==> src/sv/lbp_pkg.sv <==
// ----------------------------------------------------------------------------
// lbp_pkg - shared definitions for the LSB-first bit packer
// Command codes and packed payload widths of the stream channels.
// ----------------------------------------------------------------------------
package lbp_pkg;

    // Command codes carried on s_axis_tuser
    localparam logic [1:0] CMD_WRITE = 2'd0;
    localparam logic [1:0] CMD_FLUSH = 2'd1;
    localparam logic [1:0] CMD_SEEK  = 2'd2;

    // Field widths
    localparam int WORD_W   = 64;
    localparam int LEN_W    = 7;
    localparam int OFFSET_W = 22;
    localparam int ADDR_W   = 16;
    localparam int PTR_W    = 17;
    localparam int FILL_W   = 6;

    // Packed channel widths, rounded up to whole bytes
    localparam int S_TDATA_W = 96;
    localparam int M_TDATA_W = 168;

    typedef logic [WORD_W-1:0] word_t;
    typedef logic [PTR_W-1:0]  ptr_t;
    typedef logic [FILL_W-1:0] fill_t;

endpackage

==> src/sv/lsb_first_bit_packer.sv <==
// ----------------------------------------------------------------------------
// lsb_first_bit_packer - variable-length field packer into 64-bit words
// Appends fields LSB first to a partial word, emits each completed word with
// its word address, and supports flush and seek commands.
// ----------------------------------------------------------------------------
//
//  Channel   | Direction | Payload
//  ----------+-----------+----------------------------------------------------
//  s_axis_*  | in        | tuser: cmd; tdata: value, length, seek offset
//  m_axis_*  | out       | tuser: word_valid, overflow; tdata: word, address,
//            |           |        leftover bits, size in words
//
//  One transaction per cycle is sustained while m_axis_tready stays high: an
//  accepted item is held in the input register, then a single shift-and-merge
//  pass over one 64-bit word updates the packer state and loads the result register.
//  aresetn clears the partial word, fill count, pointer and both valid flags.
//  A stall on m_axis_tready holds the result register and backs up into the
//  input register; s_axis_tready falls only when both are full.
//
module lsb_first_bit_packer
    import lbp_pkg::*;
#(
    parameter int CAPACITY_WORDS = 65536
) (
    input  logic                 aclk,
    input  logic                 aresetn,
    input  logic                 s_axis_tvalid,
    output logic                 s_axis_tready,
    // [63:0] field_value, [70:64] field_length, [92:71] seek_bit_offset,
    // [95:93] zero
    input  logic [S_TDATA_W-1:0] s_axis_tdata,
    // [1:0] cmd
    input  logic [1:0]           s_axis_tuser,
    output logic                 m_axis_tvalid,
    input  logic                 m_axis_tready,
    // [63:0] word_data, [79:64] word_address, [143:80] leftover_bits,
    // [160:144] size_in_words, [167:161] zero
    output logic [M_TDATA_W-1:0] m_axis_tdata,
    // [0] word_valid, [1] overflow
    output logic [1:0]           m_axis_tuser
);

    localparam int CAP_W = 25;
    localparam logic [CAP_W-1:0] CAP_LIMIT = CAP_W'(CAPACITY_WORDS);

    // Input register
    logic                in_valid_reg;
    logic [1:0]          in_cmd_reg;
    word_t               in_value_reg;
    logic [LEN_W-1:0]    in_len_reg;
    logic [OFFSET_W-1:0] in_offset_reg;

    // Packer state
    word_t partial_reg, partial_next;
    fill_t fill_reg, fill_next;
    ptr_t  ptr_reg, ptr_next;

    // Result register
    logic              m_valid_reg;
    logic              word_valid_reg, word_valid_next;
    logic              overflow_reg, overflow_next;
    word_t             word_data_reg, word_data_next;
    logic [ADDR_W-1:0] word_addr_reg, word_addr_next;
    word_t             leftover_reg, leftover_next;
    ptr_t              size_reg;

    logic out_free;
    logic proc_fire;

    // Handshake: the result register frees when empty or taken
    assign out_free      = !m_valid_reg || m_axis_tready;
    assign proc_fire     = in_valid_reg && out_free;
    assign s_axis_tready = !in_valid_reg || out_free;

    // Capture the incoming transaction
    always_ff @(posedge aclk) begin
        if (!aresetn) begin
            in_valid_reg <= 1'b0;
        end else if (s_axis_tready) begin
            in_valid_reg <= s_axis_tvalid;
        end
        if (s_axis_tready && s_axis_tvalid) begin
            in_cmd_reg    <= s_axis_tuser;
            in_value_reg  <= s_axis_tdata[63:0];
            in_len_reg    <= s_axis_tdata[70:64];
            in_offset_reg <= s_axis_tdata[92:71];
        end
    end

    // Shift and merge
    logic [LEN_W-1:0] n_eff;
    logic             full_len;
    word_t            low_bits;
    word_t            merged;
    word_t            carry_bits;
    logic [LEN_W-1:0] total;
    logic             emit_cand;
    word_t            emit_word;
    logic             room_ok;

    always_comb begin
        n_eff    = (in_len_reg > LEN_W'(64)) ? LEN_W'(64) : in_len_reg;
        full_len = n_eff[6];
        low_bits = full_len ? in_value_reg
                            : (in_value_reg & ~({WORD_W{1'b1}} << n_eff[5:0]));
        merged   = partial_reg | (low_bits << fill_reg);
        carry_bits = (fill_reg == '0) ? '0 : (low_bits >> (FILL_W'(0) - fill_reg));
        total    = {1'b0, fill_reg} + n_eff;
        room_ok  = {{(CAP_W-PTR_W){1'b0}}, ptr_reg} < CAP_LIMIT;

        partial_next  = partial_reg;
        fill_next     = fill_reg;
        ptr_next      = ptr_reg;
        emit_cand     = 1'b0;
        emit_word     = merged;
        leftover_next = '0;

        case (in_cmd_reg)
            CMD_WRITE: begin
                emit_cand     = total[6];
                partial_next  = total[6] ? carry_bits : merged;
                fill_next     = total[5:0];
                leftover_next = full_len ? '0 : (in_value_reg >> n_eff[5:0]);
            end
            CMD_FLUSH: begin
                emit_cand    = (fill_reg != '0);
                emit_word    = partial_reg;
                partial_next = '0;
                fill_next    = '0;
            end
            CMD_SEEK: begin
                partial_next = '0;
                fill_next    = '0;
                ptr_next     = {1'b0, in_offset_reg[OFFSET_W-1:6]};
            end
            default: begin
            end
        endcase

        // Store the completed word, or drop it past capacity
        word_valid_next = emit_cand && room_ok;
        overflow_next   = emit_cand && !room_ok;
        word_data_next  = word_valid_next ? emit_word : '0;
        word_addr_next  = word_valid_next ? ptr_reg[ADDR_W-1:0] : '0;
        if (word_valid_next) begin
            ptr_next = ptr_reg + PTR_W'(1);
        end
    end

    // Advance state and load the result register
    always_ff @(posedge aclk) begin
        if (!aresetn) begin
            partial_reg <= '0;
            fill_reg    <= '0;
            ptr_reg     <= '0;
            m_valid_reg <= 1'b0;
        end else begin
            if (proc_fire) begin
                partial_reg <= partial_next;
                fill_reg    <= fill_next;
                ptr_reg     <= ptr_next;
            end
            if (out_free) begin
                m_valid_reg <= in_valid_reg;
            end
        end
        if (proc_fire) begin
            word_valid_reg <= word_valid_next;
            overflow_reg   <= overflow_next;
            word_data_reg  <= word_data_next;
            word_addr_reg  <= word_addr_next;
            leftover_reg   <= leftover_next;
            size_reg       <= ptr_next;
        end
    end

    assign m_axis_tvalid = m_valid_reg;
    assign m_axis_tuser  = {overflow_reg, word_valid_reg};
    assign m_axis_tdata  = {7'd0, size_reg, leftover_reg, word_addr_reg, word_data_reg};

`ifndef SYNTHESIS
    // A word is either stored or dropped, never both
    assert property (@(posedge aclk) disable iff (!aresetn)
        m_valid_reg |-> !(word_valid_reg && overflow_reg))
        else $error("word stored and flagged as overflow");

    // Flush and seek leave an empty partial word
    assert property (@(posedge aclk) disable iff (!aresetn)
        (proc_fire && (in_cmd_reg == CMD_FLUSH || in_cmd_reg == CMD_SEEK))
        |=> (fill_reg == '0 && partial_reg == '0))
        else $error("partial word not cleared by flush or seek");

    // A stored word advances the pointer by exactly one
    assert property (@(posedge aclk) disable iff (!aresetn)
        (proc_fire && word_valid_next) |=> (ptr_reg == $past(ptr_reg) + PTR_W'(1)))
        else $error("pointer did not advance after stored word");

    // Reported size matches the pointer right after processing
    assert property (@(posedge aclk) disable iff (!aresetn)
        proc_fire |=> (size_reg == ptr_reg))
        else $error("reported size differs from pointer");

    // No word data or address without a stored word
    assert property (@(posedge aclk) disable iff (!aresetn)
        (m_valid_reg && !word_valid_reg) |-> (word_data_reg == '0 && word_addr_reg == '0))
        else $error("word fields set without a stored word");
`endif

endmodule

==> config.mk <==
export PLATFORM = sky130hd
export DESIGN_NAME = lsb_first_bit_packer
export DESIGN_NICKNAME = d
export VERILOG_FILES = /design/src/sv/lbp_pkg.sv /design/src/sv/lsb_first_bit_packer.sv
export SDC_FILE = /design/constraint.sdc
export NUM_CORES = 1
export LEC_CHECK = 0
export ABC_AREA = 1
export ABC_CLOCK_PERIOD_IN_PS = 10500
export BUFFER_PORTS_ARGS = -buffer_cell sky130_fd_sc_hd__clkbuf_2
export CELL_PAD_IN_SITES_DETAIL_PLACEMENT = 2
export CELL_PAD_IN_SITES_GLOBAL_PLACEMENT = 2
export CORE_ASPECT_RATIO = 0.8
export CORE_UTILIZATION = 25
export DETAILED_ROUTE_END_ITERATION = 16
export MAX_ROUTING_LAYER = met4
export PLACE_DENSITY = 0.62
export SLEW_MARGIN = 20
export SYNTH_ARGS = -nofsm -noshare
export SYNTH_HDL_FRONTEND = slang
export SYNTH_SLANG_ARGS = --single-unit
==> constraint.sdc <==
create_clock -name aclk -period 10.5 [get_ports aclk]
set_clock_uncertainty 0.2 [all_clocks]
set_input_delay 0.525 -clock aclk [delete_from_list [all_inputs] [get_ports aclk]]
set_output_delay 0.525 -clock aclk [all_outputs]
set_load 0.05 [all_outputs]
[Word-level counts from Yosys, hierarchy flattened]
Cells that the tools add are included.
Word-level totals
  output and inout bits: 172
  word-level logic and storage cells: 56
  bits in registers: 347
Cells by class
  $add $sub $neg: 3
  equal/unequal tests: 2
  $lt $le $gt $ge: 2
  muxes and demuxes: 10
  shifts and indexed selects: 4
  reductions and logical operators: 16
  bitwise logic cells: 4
Operator list (number)
  two-way mux 64 bit: 4
  one-hot mux 64 bit (2 select lines): 1
  >> shifter 64 x 6 -> 64 bit: 2
  bitwise AND 64 bit: 1
  inverter 64 bit: 1
  bitwise OR 64 bit: 1
  << shifter 64 x 6 -> 64 bit: 1
  << shifter 64 x 6 -> 64 bit (first input constant): 1
  two-way mux 17 bit: 2
  adder 17 x 1 -> 17 bit (second input constant): 1
  < comparator 17 bit (second input constant): 1
  one-hot mux 6 bit (2 select lines): 1
  adder 6 x 7 -> 7 bit: 1
  > comparator 7 bit (second input constant): 1
  two-way mux 7 bit: 1
  logical NOT 6 bit: 1
  nonzero test 6 bit: 1
  subtractor 1 x 6 -> 6 bit (first input constant): 1
  logical AND 1 bit: 4
  OR reduction 2 bit: 2
  logical NOT 1 bit: 3
  equality test 2 x 1 -> 1 bit (second input constant): 1
  equality test 2 bit (second input constant): 1
  logical NOT 2 bit: 1
  other kinds (5): 6

[Logic depth before layout (Yosys ltp)]
  depth after elaboration: 10
  gate-level depth with buffers: 26

[Least setup slack after synthesis]
No wires, ideal clock.
  path kind: register to register
  start point: register m_valid_reg (netlist: m_axis_tvalid)
  end point: register leftover_reg[0], enable pin
  setup time: 0.515 ns
  cell stages (with the launch flop): 5
  path buffers: 1
  setup slack: 5.630 ns
  data arrival time: 4.155 ns
  path through: dfxtp_1 -> nand2_1 -> nand2_1 -> clkbuf_1 -> inv_1
On the way
  longest elaborated chain between the ends: 3
Ends and longest elaborated chain
  from (decl): line lsb_first_bit_packer.sv:59  | logic m_valid_reg;
  from (signal assigned): line lsb_first_bit_packer.sv:164  | m_valid_reg <= in_valid_reg;
  logical NOT 1 bit: line lsb_first_bit_packer.sv:71  | assign out_free = !m_valid_reg || m_axis_tready;
  logical OR 1 bit: line lsb_first_bit_packer.sv:71
  logical AND 1 bit: line lsb_first_bit_packer.sv:72  | assign proc_fire = in_valid_reg && out_free;
  named net proc_fire: line lsb_first_bit_packer.sv:68  | logic proc_fire;
  to (signal assigned): line lsb_first_bit_packer.sv:172  | leftover_reg <= leftover_next;
  to (decl): line lsb_first_bit_packer.sv:64  | word_t leftover_reg, leftover_next;
The timed path passes the listed nets, and every way through them passes these cells.
A chain may end at the register's enable or synchronous reset.

[Worst setup path in the final report]
  start point: register in_len_reg[2]
  end point: register word_data_reg[55] (data pin)
On the way
  longest elaborated chain between the ends: 9
Ends and longest elaborated chain
  from (decl): line lsb_first_bit_packer.sv:50  | logic [LEN_W-1:0] in_len_reg;
  from (signal assigned): line lsb_first_bit_packer.sv:85  | in_len_reg <= s_axis_tdata[70:64];
  > comparator 7 bit: line lsb_first_bit_packer.sv:102  | n_eff = (in_len_reg > LEN_W'(64)) ? LEN_W'(64) : in_len_reg;
  two-way mux 7 bit *: line lsb_first_bit_packer.sv:102
  << shifter 64 x 6 -> 64 bit: line lsb_first_bit_packer.sv:105  | : (in_value_reg & ~({WORD_W{1'b1}} << n_eff[5:0]));
  inverter 64 bit: line lsb_first_bit_packer.sv:105
  bitwise AND 64 bit: line lsb_first_bit_packer.sv:105
  two-way mux 64 bit: line lsb_first_bit_packer.sv:104  | low_bits = full_len ? in_value_reg
  << shifter 64 x 6 -> 64 bit: line lsb_first_bit_packer.sv:106  | merged = partial_reg | (low_bits << fill_reg);
  bitwise OR 64 bit: line lsb_first_bit_packer.sv:106
  two-way mux 64 bit: line lsb_first_bit_packer.sv:118  | case (in_cmd_reg)
  to (signal assigned): line lsb_first_bit_packer.sv:170  | word_data_reg <= word_data_next;
  to (decl): line lsb_first_bit_packer.sv:62  | word_t word_data_reg, word_data_next;
Mark *: on every way between the ends. The rest lies on a longest branch, timed or not.

==> results.sh <==
export IMPL_area_delta_synth_final_pct=17.8
export IMPL_dieArea_um2=104000
export IMPL_synthArstFlopShare=0
export IMPL_worst_pin_slew_ps=1240
export IMPL_die_h_um=289
export IMPL_arrival_ps=7080
export IMPL_syn_inst=3884
export IMPL_power_w=0.00446
export IMPL_htreeDepth=2
export IMPL_vias=29200
export IMPL_clk_pin_slew_ps=70
export IMPL_crit_required_ps=10680
export IMPL_hold_buffers=91
export IMPL_io_pins=274
export IMPL_drc=0
export IMPL_final_antenna_net_count=0
export IMPL_vdd_drop_max_v=0.000106
export IMPL_core_um2=101000
export IMPL_finalCritPeriodShare=0.657
export IMPL_place_ws_ps=3690
export IMPL_drt_wl_total_um=144000
export IMPL_fin_ws_ps=3600
export IMPL_clockRootBuffer="clkbuf_16"
export IMPL_synth_warnings=0
export IMPL_crit_type="register to register"
export IMPL_cts_buffer_depth=3
export IMPL_stdcell_area_um2=30300
export IMPL_nNetsFinal=4167
export IMPL_grt_pass1_vias=29200
export IMPL_drtPass1Iterations=6
export IMPL_place_congestion=0.942
export IMPL_status="complete, no violations"
export IMPL_synth_avg_cell_area_um2=6.63
export IMPL_hold_violations=0
export IMPL_cp_start_kind="register"
export IMPL_cts_tree="yes"
export IMPL_setup_viol=0
export IMPL_synth_cell_types=56
export IMPL_cts_inserted_buffers=43
export IMPL_place_hpwl_um=109000
export IMPL_clock_sinks=341
export IMPL_maxSlewViolCount=0
export IMPL_cts_repair_resized=0
export IMPL_finalCoreUtilization=0.299
export IMPL_power_leakage_nw=13.3
export IMPL_layout_drive_gt1_share=0.115
export IMPL_drt_initial_drc_count=2978
export IMPL_hold_path_class="register to register"
export IMPL_synth_edf_count=252
export IMPL_worstPathMaxFanout=65
export IMPL_post_cts_setup_buffer_count=0
export IMPL_wl_per_cell_um=26.5
export IMPL_rsz0062_at_grt="no"
export IMPL_gr_total_overflow=0
export IMPL_start_util=0.254
export IMPL_slew_headroom=0.166
export IMPL_clkLatencyLatePin_ps=640
export IMPL_tns_ps=0
export IMPL_rows=104
export IMPL_grt_usage=0.278
export IMPL_synth_area_um2=25800
export IMPL_fmax_mhz=145
export IMPL_grt_max_degree=99
export IMPL_powerDensity_nw_per_um2=147
export IMPL_antenna_found_initial=3
export IMPL_yosys_register_bits=341
export IMPL_drv_cap=0
export IMPL_grt_pass1_wl_um=208000
export IMPL_die_w_um=361
export IMPL_min_period_ps=6900
export IMPL_cp_end_kind="register"
export IMPL_via_per_inst=5.40
export IMPL_port_buffers=257
export IMPL_ys_seq_area_frac=0.363
export IMPL_synth_top_flop_cell="edfxtp_1"
export IMPL_placed_area_um2=28000
[cell usage after synthesis, types with 4 or more instances]
| cell | number | area, um^2 |
|---|---|---|
| xor2_1 | 14 | 123 |
| nor2_4 | 5 | 56.3 |
| buf_2 | 62 | 310 |
| o21bai_1 | 23 | 173 |
| nand2_2 | 8 | 50.1 |
| o2111ai_1 | 4 | 35.0 |
| a31oi_1 | 21 | 131 |
| nor2_2 | 7 | 43.8 |
| nand3b_1 | 4 | 30.0 |
| clkbuf_1 | 124 | 465 |
| or2_2 | 18 | 113 |
| nor2_1 | 149 | 559 |
| inv_2 | 19 | 71.3 |
| buf_1 | 76 | 285 |
| o21a_1 | 7 | 52.6 |
| nand2_1 | 1349 | 5060 |
| nand4_1 | 36 | 225 |
| nor3_1 | 23 | 115 |
| inv_1 | 212 | 796 |
| edfxtp_1 | 252 | 7570 |
| o22ai_1 | 11 | 68.8 |
| o21ai_1 | 93 | 465 |
| o221ai_1 | 5 | 43.8 |
| a21boi_0 | 4 | 30.0 |
| a211oi_1 | 13 | 97.6 |
| buf_4 | 14 | 105 |
| dfxtp_1 | 89 | 1780 |
| ha_1 | 11 | 138 |
| or2_1 | 6 | 37.5 |
| a21oi_1 | 158 | 791 |
| nand3_1 | 670 | 3350 |
| o211a_1 | 32 | 320 |
| mux2i_1 | 21 | 210 |
| o211ai_1 | 62 | 465 |
| o21ai_0 | 245 | 1230 |
[worst max-delay path, cell delays in order (launching register included)]
cell	delay, ps
edfxtp_1	730
nor2_1	130
nand3_2	120
nand2_4	100
nand2_2	80
buf_4	490
clkinv_1	920
ha_1	670
nand2_1	90
nand2_1	70
a21boi_1	210
nand3_2	210
nand2_4	700
o22ai_2	160
nand2_2	140
clkinv_2	670
buf_4	550
o211ai_1	160
inv_1	60
[layout make-up]
type / instances / area (um^2)
fillers: 12200 / 71000
diodes: 1 / 2.50
well taps: 1325 / 1660
repair buffers: 398 / 2570
inverters: 234 / 888
clock buffers: 58 / 1200
clock inverters: 21 / 244
multi-input cells: 3036 / 14400
flip-flops and latches: 341 / 9360
[per-layer routing]
layer	wire (um)	share of wire	track usage
met5	0	0	-
met4	2180	0.015	0.0467
met3	7970	0.056	0.0297
met2	62900	0.44	0.422
met1	70500	0.49	0.402
[stage by stage]
step	hold slack [ps]	cells
after floorplan	245	3890
after global placement	260	5243
after detailed placement	263	5243
after CTS	271	5413
after global routing	297	5413
final	272	5414
[kinds of logic (layout without fill, tap and decap cells)]
group	count (synthesis)	after routing	synth area share
xor gates and xnor gates	16	16	0.00573
buffers and inverters	513	711	0.0807
other	1	8	0.000146
and+or+nand+nor	2290	2290	0.381
AOI/OAI and AO/OA	691	691	0.156
DFF	341	341	0.363
adders and majority gates	11	11	0.00534
muxes	21	21	0.00816
[path summary, 6_finish.rpt]
kind	start	to	slack, ps	cells past startpoint
worst max-delay path	in_len_reg[2]	word_data_reg[55]	3600	18
worst min-delay path	partial_reg[44]	partial_reg[44]	270	2
worst max register to register	in_len_reg[2]	word_data_reg[55]	3600	18
worst min register to register	partial_reg[44]	partial_reg[44]	270	2
[cell usage in the layout (no fill, tap or decap), types with 5 or more instances in the layout]
master	synthesis	routed
o21ai_1	93	93
nor3_1	23	23
nor2_4	5	7
inv_2	19	21
ha_1	11	10
clkbuf_16	0	43
clkbuf_1	124	8
xor2_1	14	12
o21ai_0	245	245
inv_1	212	205
nand2_2	8	10
or2_2	18	18
nand3_1	670	670
edfxtp_1	252	252
o211a_1	32	32
o21bai_1	23	23
o221ai_1	5	5
clkbuf_8	0	7
nor2_2	7	8
or2_1	6	6
a21oi_1	158	158
a211oi_1	13	13
conb_1	1	7
clkbuf_2	0	257
nand4_1	36	36
nand2_1	1349	1346
clkinv_1	3	6
dfxtp_1	89	83
o22ai_1	11	11
dlygate4sd3_1	0	91
clkinv_2	0	9
o211ai_1	62	62
mux2i_1	21	21
buf_4	14	50
dfxtp_2	0	6
a31oi_1	21	21
o21a_1	7	7
nor2_1	149	146
[power by group]
group / leakage, nW / switching, W / internal, W
clock network: 0.705 / 0.000693 / 0.000870
registers: 3.07 / 0.0000567 / 0.00152
logic: 9.52 / 0.00100 / 0.000308
total: 13.3 / 0.00175 / 0.00270
No activity file was read; power rests on OpenSTA's default activity.
